**src/hw/rtl/pts_pkg.sv**
```systemverilog
package pts_pkg;

   localparam int MaxTasks = 16;
   localparam int SlotW = $clog2(MaxTasks);
   localparam int CntW = $clog2(MaxTasks + 1);

   typedef logic [SlotW-1:0] slot_type;
   typedef logic [CntW-1:0] cnt_type;

   typedef enum logic [1:0] {
      OP_YIELD = 2'd0,
      OP_START = 2'd1,
      OP_EXIT  = 2'd2,
      OP_WAIT  = 2'd3
   } op_type;

   typedef enum logic [2:0] {
      ST_FREE    = 3'd0,
      ST_READY   = 3'd1,
      ST_RUNNING = 3'd2,
      ST_ZOMBIE  = 3'd3,
      ST_WAITING = 3'd4
   } slot_state_type;

   typedef enum logic [2:0] {
      RS_DONE        = 3'd0,
      RS_EMPTY       = 3'd1,
      RS_NO_SLOT     = 3'd2,
      RS_UNSUPPORTED = 3'd3,
      RS_REFUSED     = 3'd4,
      RS_BLOCKED     = 3'd5,
      RS_NONE_YET    = 3'd6
   } rsp_status_type;

   localparam logic signed [15:0] IdleTaskPriority = -16'sd32767;
   localparam logic [15:0] LastId = 16'd32767;
   localparam int CodeShift = 8;

   typedef struct packed {
      logic [1:0]         operation;
      logic signed [15:0] priority_req;
      logic signed [15:0] target_pid;
      logic [7:0]         exit_code;
      logic               no_hang;
   } req_type;

   typedef struct packed {
      logic [2:0]  status;
      logic [14:0] running_pid;
      logic [14:0] returned_pid;
      logic [15:0] wait_status;
   } rsp_type;

endpackage

```
**src/hw/rtl/priority_task_scheduler_top.sv**
```systemverilog
// Task scheduler: each request word (yield, start, exit, wait) yields one
// response word. A request is handled by a sequencer that walks the slot
// table and the ready, zombie and waiter lists one entry per cycle; the slot
// table and the zombie and waiter lists go through a single shared compare,
// and a list insert or removal shifts one entry per cycle.
// req_ready is low while a word is in work; the response is held in an output
// register until taken, and the next request is accepted alongside it.
module priority_task_scheduler_top (
   input  logic             clock,
   input  logic             reset,
   input  logic             req_valid,
   output logic             req_ready,
   input  pts_pkg::req_type req,
   output logic             rsp_valid,
   input  logic             rsp_ready,
   output pts_pkg::rsp_type rsp
);

   typedef enum logic [8:0] {
      S_IDLE   = 9'b000000001,
      S_SCAN   = 9'b000000010,
      S_DROP   = 9'b000000100,
      S_PFIND  = 9'b000001000,
      S_PSHIFT = 9'b000010000,
      S_NEXT   = 9'b000100000,
      S_PUT2   = 9'b001000000,
      S_DONE   = 9'b010000000,
      S_WAKE   = 9'b100000000
   } fsm_type;

   // List selectors for the shared scan/drop machinery.
   localparam logic [1:0] L_READY = 2'd0, L_ZOMB = 2'd1, L_WAIT = 2'd2, L_SLOT = 2'd3;

   pts_pkg::slot_state_type st_ff [pts_pkg::MaxTasks];
   logic [14:0]        id_ff  [pts_pkg::MaxTasks];
   logic signed [15:0] pri_ff [pts_pkg::MaxTasks];
   logic signed [15:0] par_ff [pts_pkg::MaxTasks];
   logic [7:0]         code_ff [pts_pkg::MaxTasks];
   logic signed [15:0] wt_ff  [pts_pkg::MaxTasks];
   pts_pkg::slot_type  rdy_ff [pts_pkg::MaxTasks];
   pts_pkg::slot_type  zl_ff  [pts_pkg::MaxTasks];
   pts_pkg::slot_type  wl_ff  [pts_pkg::MaxTasks];
   pts_pkg::cnt_type   rcnt_ff, zcnt_ff, wcnt_ff;
   pts_pkg::slot_type  cur_ff;
   logic [15:0]        idc_ff;

   fsm_type            fsm_ff;
   pts_pkg::req_type   req_ff;
   pts_pkg::cnt_type   idx_ff;
   logic [1:0]         lst_ff;
   pts_pkg::slot_type  hit_ff;  // slot found by a scan, or the insert position in the ready list
   pts_pkg::slot_type  put_ff;  // slot being inserted into the ready list
   pts_pkg::slot_type  wake_ff;
   logic               next_pend_ff;
   logic [2:0]         stat_ff;
   logic [14:0]        ret_ff;
   logic [15:0]        ws_ff;
   logic               rv_ff;
   pts_pkg::rsp_type   rsp_ff;
   logic               rsp_load;

   assign req_ready = (fsm_ff == S_IDLE);
   assign rsp_valid = rv_ff;
   assign rsp = rsp_ff;
   assign rsp_load = (fsm_ff == S_DONE) && (!rv_ff || rsp_ready);

   pts_pkg::slot_type cur_slot, scan_slot;
   logic [14:0] cur_id;
   logic scan_end, scan_hit;

   always_comb begin
      cur_id = id_ff[cur_ff];
      cur_slot = cur_ff;
      unique case (lst_ff)
         L_READY: begin
            scan_slot = rdy_ff[idx_ff[pts_pkg::SlotW-1:0]];
            scan_end = (idx_ff >= rcnt_ff);
         end
         L_ZOMB: begin
            scan_slot = zl_ff[idx_ff[pts_pkg::SlotW-1:0]];
            scan_end = (idx_ff >= zcnt_ff);
         end
         L_WAIT: begin
            scan_slot = wl_ff[idx_ff[pts_pkg::SlotW-1:0]];
            scan_end = (idx_ff >= wcnt_ff);
         end
         default: begin
            scan_slot = idx_ff[pts_pkg::SlotW-1:0];
            scan_end = (idx_ff == pts_pkg::cnt_type'(pts_pkg::MaxTasks));
         end
      endcase
      // One shared compare, its meaning chosen by the operation.
      scan_hit = 1'b0;
      unique case (pts_pkg::op_type'(req_ff.operation))
         pts_pkg::OP_START: scan_hit = (st_ff[scan_slot] == pts_pkg::ST_FREE);
         pts_pkg::OP_EXIT: scan_hit =
            (wt_ff[scan_slot] > 16'sd0 && wt_ff[scan_slot] == $signed({1'b0, cur_id})) ||
            (wt_ff[scan_slot] == -16'sd1 && $signed({1'b0, id_ff[scan_slot]}) == par_ff[cur_slot]);
         pts_pkg::OP_WAIT: scan_hit = (req_ff.target_pid == -16'sd1) ?
            (par_ff[scan_slot] == $signed({1'b0, cur_id})) :
            ($signed({1'b0, id_ff[scan_slot]}) == req_ff.target_pid);
         default: scan_hit = 1'b0;
      endcase
   end

   pts_pkg::slot_type ix;
   assign ix = idx_ff[pts_pkg::SlotW-1:0];

   always_ff @(posedge clock) begin
      if (reset) begin
         fsm_ff <= S_IDLE;
         rv_ff <= 1'b0;
         for (int i = 0; i < pts_pkg::MaxTasks; i++) begin
            if (i == 0) st_ff[i] <= pts_pkg::ST_RUNNING;
            else if (i == 1) st_ff[i] <= pts_pkg::ST_READY;
            else st_ff[i] <= pts_pkg::ST_FREE;
         end
         id_ff[0] <= 15'd0;
         id_ff[1] <= 15'd1;
         pri_ff[0] <= 16'sd0;
         pri_ff[1] <= pts_pkg::IdleTaskPriority;
         par_ff[0] <= -16'sd1;
         par_ff[1] <= 16'sd0;
         rdy_ff[0] <= pts_pkg::slot_type'(1);
         rcnt_ff <= pts_pkg::cnt_type'(1);
         zcnt_ff <= '0;
         wcnt_ff <= '0;
         cur_ff <= '0;
         idc_ff <= 16'd2;
      end else begin
         if (rsp_load) rv_ff <= 1'b1;
         else if (rsp_ready) rv_ff <= 1'b0;
         unique case (fsm_ff)
            S_IDLE: begin
               if (req_valid) begin
                  req_ff <= req;
                  ret_ff <= '0;
                  ws_ff <= '0;
                  idx_ff <= '0;
                  next_pend_ff <= 1'b0;
                  unique case (pts_pkg::op_type'(req.operation))
                     pts_pkg::OP_YIELD: begin
                        if (rcnt_ff == '0) begin
                           stat_ff <= pts_pkg::RS_EMPTY;
                           fsm_ff <= S_DONE;
                        end else begin
                           stat_ff <= pts_pkg::RS_DONE;
                           fsm_ff <= S_NEXT;
                        end
                     end
                     pts_pkg::OP_START: begin
                        stat_ff <= pts_pkg::RS_DONE;
                        lst_ff <= L_SLOT;
                        fsm_ff <= S_SCAN;
                     end
                     pts_pkg::OP_EXIT: begin
                        if (id_ff[cur_ff] == 15'd0) begin
                           stat_ff <= pts_pkg::RS_REFUSED;
                           fsm_ff <= S_DONE;
                        end else begin
                           stat_ff <= pts_pkg::RS_DONE;
                           lst_ff <= L_WAIT;
                           fsm_ff <= S_SCAN;
                        end
                     end
                     default: begin
                        if (req.target_pid < -16'sd1) begin
                           stat_ff <= pts_pkg::RS_UNSUPPORTED;
                           fsm_ff <= S_DONE;
                        end else begin
                           stat_ff <= pts_pkg::RS_DONE;
                           lst_ff <= L_ZOMB;
                           fsm_ff <= S_SCAN;
                        end
                     end
                  endcase
               end
            end
            S_SCAN: begin
               if (scan_end) begin
                  // No match found.
                  unique case (pts_pkg::op_type'(req_ff.operation))
                     pts_pkg::OP_START: begin
                        stat_ff <= pts_pkg::RS_NO_SLOT;
                        fsm_ff <= S_DONE;
                     end
                     pts_pkg::OP_EXIT: begin
                        if (rcnt_ff == '0) begin
                           stat_ff <= pts_pkg::RS_EMPTY;
                           fsm_ff <= S_DONE;
                        end else begin
                           st_ff[cur_ff] <= pts_pkg::ST_ZOMBIE;
                           code_ff[cur_ff] <= req_ff.exit_code;
                           zl_ff[zcnt_ff[pts_pkg::SlotW-1:0]] <= cur_ff;
                           zcnt_ff <= zcnt_ff + 1'b1;
                           fsm_ff <= S_NEXT;
                        end
                     end
                     default: begin
                        if (req_ff.no_hang) begin
                           stat_ff <= pts_pkg::RS_NONE_YET;
                           fsm_ff <= S_DONE;
                        end else if (rcnt_ff == '0) begin
                           stat_ff <= pts_pkg::RS_EMPTY;
                           fsm_ff <= S_DONE;
                        end else begin
                           st_ff[cur_ff] <= pts_pkg::ST_WAITING;
                           wt_ff[cur_ff] <= req_ff.target_pid;
                           wl_ff[wcnt_ff[pts_pkg::SlotW-1:0]] <= cur_ff;
                           wcnt_ff <= wcnt_ff + 1'b1;
                           stat_ff <= pts_pkg::RS_BLOCKED;
                           fsm_ff <= S_NEXT;
                        end
                     end
                  endcase
               end else if (scan_hit) begin
                  hit_ff <= scan_slot;
                  unique case (pts_pkg::op_type'(req_ff.operation))
                     pts_pkg::OP_START: begin
                        if (idc_ff > pts_pkg::LastId) begin
                           stat_ff <= pts_pkg::RS_NO_SLOT;
                           fsm_ff <= S_DONE;
                        end else begin
                           id_ff[scan_slot] <= idc_ff[14:0];
                           idc_ff <= idc_ff + 16'd1;
                           par_ff[scan_slot] <= $signed({1'b0, cur_id});
                           pri_ff[scan_slot] <= req_ff.priority_req;
                           code_ff[scan_slot] <= '0;
                           ret_ff <= idc_ff[14:0];
                           put_ff <= scan_slot;
                           idx_ff <= '0;
                           fsm_ff <= S_PFIND;
                        end
                     end
                     pts_pkg::OP_EXIT: begin
                        st_ff[cur_ff] <= pts_pkg::ST_ZOMBIE;
                        code_ff[cur_ff] <= req_ff.exit_code;
                        zl_ff[zcnt_ff[pts_pkg::SlotW-1:0]] <= cur_ff;
                        zcnt_ff <= zcnt_ff + 1'b1;
                        wake_ff <= scan_slot;
                        fsm_ff <= S_DROP;
                     end
                     default: begin
                        ret_ff <= id_ff[scan_slot];
                        ws_ff <= 16'({code_ff[scan_slot], 8'd0});
                        st_ff[scan_slot] <= pts_pkg::ST_FREE;
                        fsm_ff <= S_DROP;
                     end
                  endcase
               end else idx_ff <= idx_ff + 1'b1;
            end
            S_DROP: begin
               // Close the gap at idx, one entry per cycle.
               unique case (lst_ff)
                  L_READY: begin
                     if (idx_ff + 1'b1 < rcnt_ff) begin
                        rdy_ff[ix] <= rdy_ff[ix + 1'b1];
                        idx_ff <= idx_ff + 1'b1;
                     end else begin
                        rcnt_ff <= rcnt_ff - 1'b1;
                        fsm_ff <= S_PUT2;
                     end
                  end
                  L_ZOMB: begin
                     if (idx_ff + 1'b1 < zcnt_ff) begin
                        zl_ff[ix] <= zl_ff[ix + 1'b1];
                        idx_ff <= idx_ff + 1'b1;
                     end else begin
                        zcnt_ff <= zcnt_ff - 1'b1;
                        fsm_ff <= S_DONE;
                     end
                  end
                  default: begin
                     if (idx_ff + 1'b1 < wcnt_ff) begin
                        wl_ff[ix] <= wl_ff[ix + 1'b1];
                        idx_ff <= idx_ff + 1'b1;
                     end else begin
                        wcnt_ff <= wcnt_ff - 1'b1;
                        fsm_ff <= S_WAKE;
                     end
                  end
               endcase
            end
            S_WAKE: begin
               put_ff <= wake_ff;
               next_pend_ff <= 1'b1;
               idx_ff <= '0;
               fsm_ff <= S_PFIND;
            end
            S_PFIND: begin
               if (idx_ff < rcnt_ff && pri_ff[rdy_ff[ix]] >= pri_ff[put_ff]) begin
                  idx_ff <= idx_ff + 1'b1;
               end else begin
                  hit_ff <= ix;
                  idx_ff <= rcnt_ff;
                  fsm_ff <= S_PSHIFT;
               end
            end
            S_PSHIFT: begin
               if (idx_ff > pts_pkg::cnt_type'(hit_ff)) begin
                  rdy_ff[ix] <= rdy_ff[ix - 1'b1];
                  idx_ff <= idx_ff - 1'b1;
               end else begin
                  rdy_ff[hit_ff] <= put_ff;
                  rcnt_ff <= rcnt_ff + 1'b1;
                  st_ff[put_ff] <= pts_pkg::ST_READY;
                  if (next_pend_ff) begin
                     next_pend_ff <= 1'b0;
                     fsm_ff <= S_NEXT;
                  end else fsm_ff <= S_DONE;
               end
            end
            S_NEXT: begin
               // Pop the ready head; previous task requeues if still running.
               wake_ff <= rdy_ff[0];
               lst_ff <= L_READY;
               idx_ff <= '0;
               fsm_ff <= S_DROP;
            end
            S_PUT2: begin
               st_ff[wake_ff] <= pts_pkg::ST_RUNNING;
               cur_ff <= wake_ff;
               if (st_ff[cur_ff] == pts_pkg::ST_RUNNING && cur_ff != wake_ff) begin
                  put_ff <= cur_ff;
                  idx_ff <= '0;
                  fsm_ff <= S_PFIND;
               end else fsm_ff <= S_DONE;
            end
            S_DONE: begin
               if (rsp_load) begin
                  rsp_ff.status <= stat_ff;
                  rsp_ff.running_pid <= id_ff[cur_ff];
                  rsp_ff.returned_pid <= ret_ff;
                  rsp_ff.wait_status <= ws_ff;
                  fsm_ff <= S_IDLE;
               end
            end
            default: fsm_ff <= S_IDLE;
         endcase
      end
   end

`ifndef SYNTHESIS
   a_cur_running: assert property (@(posedge clock) disable iff (reset)
      fsm_ff == S_IDLE |-> st_ff[cur_ff] == pts_pkg::ST_RUNNING)
      else $error("current slot not running");
   a_ready_bound: assert property (@(posedge clock) disable iff (reset)
      rcnt_ff <= pts_pkg::cnt_type'(pts_pkg::MaxTasks))
      else $error("ready count overflow");
   a_busy: assert property (@(posedge clock) disable iff (reset)
      req_valid && req_ready |=> !req_ready)
      else $error("accepted while busy");
`endif

endmodule

```
**config.mk**
```make
export PLATFORM = sky130hd
export DESIGN_NAME = priority_task_scheduler_top
export DESIGN_NICKNAME = d
export VERILOG_FILES = /design/src/hw/rtl/pts_pkg.sv /design/src/hw/rtl/priority_task_scheduler_top.sv
export SDC_FILE = /design/constraint.sdc
export NUM_CORES = 2
export LEC_CHECK = 0
export ABC_AREA = 1
export BUFFER_PORTS_ARGS = -buffer_cell sky130_fd_sc_hd__buf_2
export CORE_MARGIN = 1
export CORE_UTILIZATION = 64
export DETAILED_ROUTE_END_ITERATION = 6
export PLACE_DENSITY = 0.79
export SKIP_CTS_REPAIR_TIMING = 1
export SYNTH_ARGS = -nofsm -noshare
export SYNTH_HDL_FRONTEND = slang
export SYNTH_SLANG_ARGS = --single-unit
```
**constraint.sdc**
```tcl
create_clock -name clock -period 8.7 [get_ports clock]
set_clock_uncertainty 0.1 [all_clocks]
set_input_delay 0.87 -clock clock [delete_from_list [all_inputs] [get_ports clock]]
set_output_delay 0.87 -clock clock [all_outputs]
set_load 0.02 [all_outputs]
```
# Word-level counts from Yosys, hierarchy flattened
# Memory sizes are Yosys's and may differ from the RTL's. A register that Yosys moved wholly into a read port is not among the register bits.
# Index checks and enable logic that the tools add are counted.
[op_classes]
n_addsub = 11
n_mul = 0
n_div = 0
order_cmp = 12
eq_ne = 64
shifts = 0
n_mux = 216
bitwise_logic = 8
reduce_logical = 54
[op_table]
columns = ["op", "n"]
rows = [
  ["two-way mux 4 bit", 39],
  ["two-way mux 5 bit", 27],
  ["two-way mux 9 bit", 11],
  ["two-way mux 16 bit", 6],
  ["one-hot mux 9 bit (9 select lines)", 1],
  ["two-way mux 1 bit", 77],
  ["two-way mux 15 bit", 5],
  ["equality test 16 bit", 4],
  ["two-way mux 8 bit", 8],
  ["one-hot mux 15 bit (2 select lines)", 2],
  ["two-way mux 3 bit", 15],
  ["inequality test 2 bit, second input constant", 21],
  ["one-hot mux 5 bit (2 select lines)", 4],
  ["one-hot mux 9 bit (2 select lines)", 2],
  ["one-hot mux 5 bit (7 select lines)", 1],
  ["equality test 16 x 1 -> 1 bit, second input constant", 2],
  ["one-hot mux 16 bit (2 select lines)", 1],
  ["OR reduction 16 bit", 2],
  ["inequality test 3 bit, second input constant", 10],
  ["AND reduction 7 bit", 4],
  ["one-hot mux 9 bit (3 select lines)", 1],
  ["one-hot mux 4 bit (3 select lines)", 2],
  ["adder 5 x 1 -> 5 bit, second input constant", 4],
  ["< comparator 5 bit", 4],
  ["other kinds (58)", 112],
]
[totals]
regBits = 191
latch_bits = 0
ram_bits = 1376
romBits = 0
inputBits = 47
output_inout_bits = 51
wordCells = 399
memories = 9
[memory_table]
columns = ["name", "words", "word_bits", "rd", "rd_ports_with_merged_regs", "wr", "line", "text"]
rows = [
  ["par_ff", 16, 16, 2, 1, 2, "priority_task_scheduler_top.sv:37", "logic signed [15:0] par_ff [pts_pkg::MaxTasks];"],
  ["pri_ff", 16, 16, 2, 1, 2, "priority_task_scheduler_top.sv:36", "logic signed [15:0] pri_ff [pts_pkg::MaxTasks];"],
  ["wt_ff", 16, 16, 1, 0, 1, "priority_task_scheduler_top.sv:39", "logic signed [15:0] wt_ff [pts_pkg::MaxTasks];"],
  ["id_ff", 16, 15, 2, 1, 2, "priority_task_scheduler_top.sv:35", "logic [14:0] id_ff [pts_pkg::MaxTasks];"],
  ["code_ff", 16, 8, 1, 0, 1, "priority_task_scheduler_top.sv:38", "logic [7:0] code_ff [pts_pkg::MaxTasks];"],
  ["rdy_ff", 16, 4, 4, 1, 1, "priority_task_scheduler_top.sv:40", "pts_pkg::slot_type rdy_ff [pts_pkg::MaxTasks];"],
  ["+3 memories", "n/a", "n/a", "n/a", "n/a", "n/a", "n/a", ""],
]

# Depth between registers and ports, before layout
# An unclocked memory read counts as a cell.
[depth]
depth_word = 18
mapped_depth = 41
ltp_nobuf = 38

# Least setup slack after synthesis
# No wires, ideal clock.
[synth_timing]
path_type = "register to register"
from = "register idx_ff[0]"
to = "memory id_ff[8][0], enable pin"
setup_ns = 0.507
arrival_time_ns = 6.828
required_time_ns = 8.093
slack_ns = 1.265
path_stages_with_launch = 23
path_buffers = 6
period_less_slack_ns = 7.435
cell_sequence = "edfxtp_1 > clkbuf_1 > clkinv_1 > clkbuf_1 > clkbuf_1 > clkbuf_1 > ha_1 > inv_1 > a21boi_0 > o21a_1 > o21a_1 > o21a_1 > o21ai_0 > nand2_1 > a21oi_1 > nand2_1 > nor2_1 > nand4_4 > nor2_4 > inv_2 > buf_6 > clkbuf_1 > nor3_1"
[synth_lines]
columns = ["element", "line", "text"]
rows = [
  ["from (decl)", "priority_task_scheduler_top.sv:49", "pts_pkg::cnt_type idx_ff;"],
  ["from (signal assigned)", "priority_task_scheduler_top.sv:250", "end else idx_ff <= idx_ff + 1'b1;"],
  ["from (signal assigned)", "priority_task_scheduler_top.sv:258", "idx_ff <= idx_ff + 1'b1;"],
  ["from (signal assigned)", "priority_task_scheduler_top.sv:267", "idx_ff <= idx_ff + 1'b1;"],
  ["to (decl)", "priority_task_scheduler_top.sv:35", ""],
]

==> metrics.txt <==
status=finished with violations; failing checks=design-rule violations; crit-path max cell delay=810 ps; dpl cell area=between 70,000 and 80,000 um^2; worst hold-check path type=input port to flip-flop; PwrDens=approximately 240 nW/um^2; Tcrit/Tclk final=0.877; Initial Utilization=0.648; unrepaired setup endpoints after global routing=false; placement row count=approximately 130; Syn Inst Count=8,378; Relative slew margins=0.100; Final Hold Viols=0; DRC Markers=5; global router's overall resource usage=0.383; DR WL/cell=roughly 24 um; Die Ht=roughly 350 um; Worst Path Class, Setup=flip-flop to flip-flop; vias in the first global route=around 61,000; share of cells above drive strength 1=0.0728; setup violators final=0; CTS sink cnt=between 1,500 and 2,000; Vias/cell=6.38; Main synth FF type=edfxtp_1; clock buffer depth=3; Lkg Pwr=33.9 nW; Pwr Total=~21 mW; # IOs=98; area growth from synthesis to layout=9.02%; Port Buf Inserts=between 80 and 90; most frequent cells in the layout=2,210 x nand2_1, 1,490 x edfxtp_1, 912 x inv_1, 802 x o21ai_0, 564 x a21oi_1; post-DP HPWL=143 mm; async set-or-reset flop fraction in the synthesized netlist=0; TritonCTS clock tree=yes; cell area after synthesis=slightly below 80,000 um^2; largest net degree at the start of global routing=about 170; antenna violations before repair=7; WL final=roughly 240 mm; register area share after synthesis=0.589; Worst Tran Pin Value=1350 ps; Die ar.=approximately 120,000 um^2; Initial DRC Count=9,737; required time worst endpoint=9040 ps; Synth top area share=0.574; synthesized flop and latch total=between 1,500 and 2,000; largest cells by area after synthesis=edfxtp_1 57%, nand2_1 11%, o21ai_0 5.1%; final instance area=between 80,000 and 90,000 um^2; Die Wd=between 300 and 400 um; area leader, netlist=edfxtp_1; Routed Antenna Nets=0; Achievable Freq=about 0.13 GHz; most used cell, CP=nand2_1; reg-to-reg slack, setup=about 1100 ps; Distinct cells, synth=70; maximum VDD drop=0.212 mV; Core ar.=120,000 um^2; CP max FO=120; Layout Nets=roughly 8,400; drt pass-1 iters=7; warning count from the yosys run=0; Worst Path Arrival=7960 ps; total of max-cap violations=0; H-Tree Depth=4; Clock Root Buffer=clkbuf_16; Post-synth EDFFs=~1,500; Tmin final=about 7600 ps; GPL Wtd Cong=roughly 0.95; Mean Syn Cell Area=9.31 um^2; CTS Buf Count=160; DR vias=around 64,000; first-pass GRT wire length=roughly 360 mm; clock-pin slew on the worst setup and hold paths=60 ps; critical path's slowest cell=dfxtp_4; Filler cells=between 8,000 and 9,000; commonest non-fill, non-tap cell in the layout=nand2_1; Clock Latency Late Sink=820 ps; fin. max-slew vios=0; remaining global-route overflow=0; Setup TNS=0 ps; crit path launch type=flip-flop; CP Capture Type=flip-flop; WHS=~130 ps
-- per-layer routing --
layer,routed length (um),vias to the layer above,global-route usage
li1,-,28400,-
met1,86400,29900,0.506
met2,106000,4601,0.586
met3,29900,954,0.0799
met4,15000,14,0.227
met5,93,-,0
-- cell type report --
cell class	instances	area, um^2	area share
Sequential cell	1548	45900	0.540
Multi-Input combinational cell	5386	26500	0.312
Clock buffer	204	4180	0.0492
Inverter	948	3570	0.0420
Tap cell	1612	2020	0.0237
Timing Repair Buffer	229	1950	0.0229
Clock inverter	87	812	0.00955
Antenna cell	2	5.00	0.0000589
-- power by group --
part | switching [mW] | internal (mW)
logic | 4.05 | 1.56
clock network | 2.95 | 3.69
registers | 0.113 | 8.24
total | 7.11 | 13.5
-- path summary, 6_finish.rpt --
check	start	end	cells after the start
max	flip-flop	hit_ff[1]	28
min	req[8]	req_ff[8]	1
max reg2reg	flip-flop	hit_ff[1]	28
min reg2reg	ws_ff[11]	rsp[11]	0
-- worst max-delay path: cells and delay by family (launching register included) --
family | cells | cell delay, ps
AO/OA/AOI/OAI | 8 | 2830
adder cells (fa/ha/maj) | 1 | 220
XOR/XNOR | 1 | 390
flip-flops | 1 | 810
AND/OR/NAND/NOR | 10 | 1170
buffers and inverters | 8 | 1480
-- cells by family (layout without fill, tap and decap cells) --
logic type	Yosys count	in the layout	synth area share
AND/OR/NAND/NOR	3394	3394	0.184
adder cells (fa/ha/maj)	73	73	0.0120
flip-flops	1548	1548	0.589
AO/OA/AOI/OAI	1884	1884	0.138
buffers and inverters	1451	1468	0.0744
XOR/XNOR	21	21	0.00236
multiplexers	6	6	0.000770
other	1	10	0.0000481
-- synthesized netlist by cell type (66+ instances only) --
master / n
o221ai_1: 66
a22oi_1: 68
nand3b_1: 194
ha_1: 70
nor2_1: 509
clkbuf_1: 313
edfxtp_1: 1490
nand2_1: 2214
buf_2: 105
nand3_1: 287
o211ai_1: 206
inv_1: 916
a21oi_1: 564
o21ai_0: 802
-- registers in the layout, summed over array words and instances (netlist names), 4 cells and up, named ones only --
register and flops:
pri_ff 256, wt_ff 256, par_ff 241, id_ff 240, code_ff 128, rdy_ff 64
wl_ff 64, zl_ff 64, st_ff 48, req_ff 43, rsp 41, idc_ff 16
ret_ff 15, fsm_ff 9, ws_ff 8, idx_ff 5, rcnt_ff 5, wcnt_ff 5
zcnt_ff 5, cur_ff 4, hit_ff 4, put_ff 4, wake_ff 4
-- stage by stage --
step	setup WS, ps	std cells	utilization
finish	1070	10000	0.707
global route	750	10000	0.707
CTS	1400	10000	0.707
detailed placement	1430	9722	0.665
global placement	1490	9722	0.665
floorplan	1270	8385	-
Power figures use the tool's default switching activity.
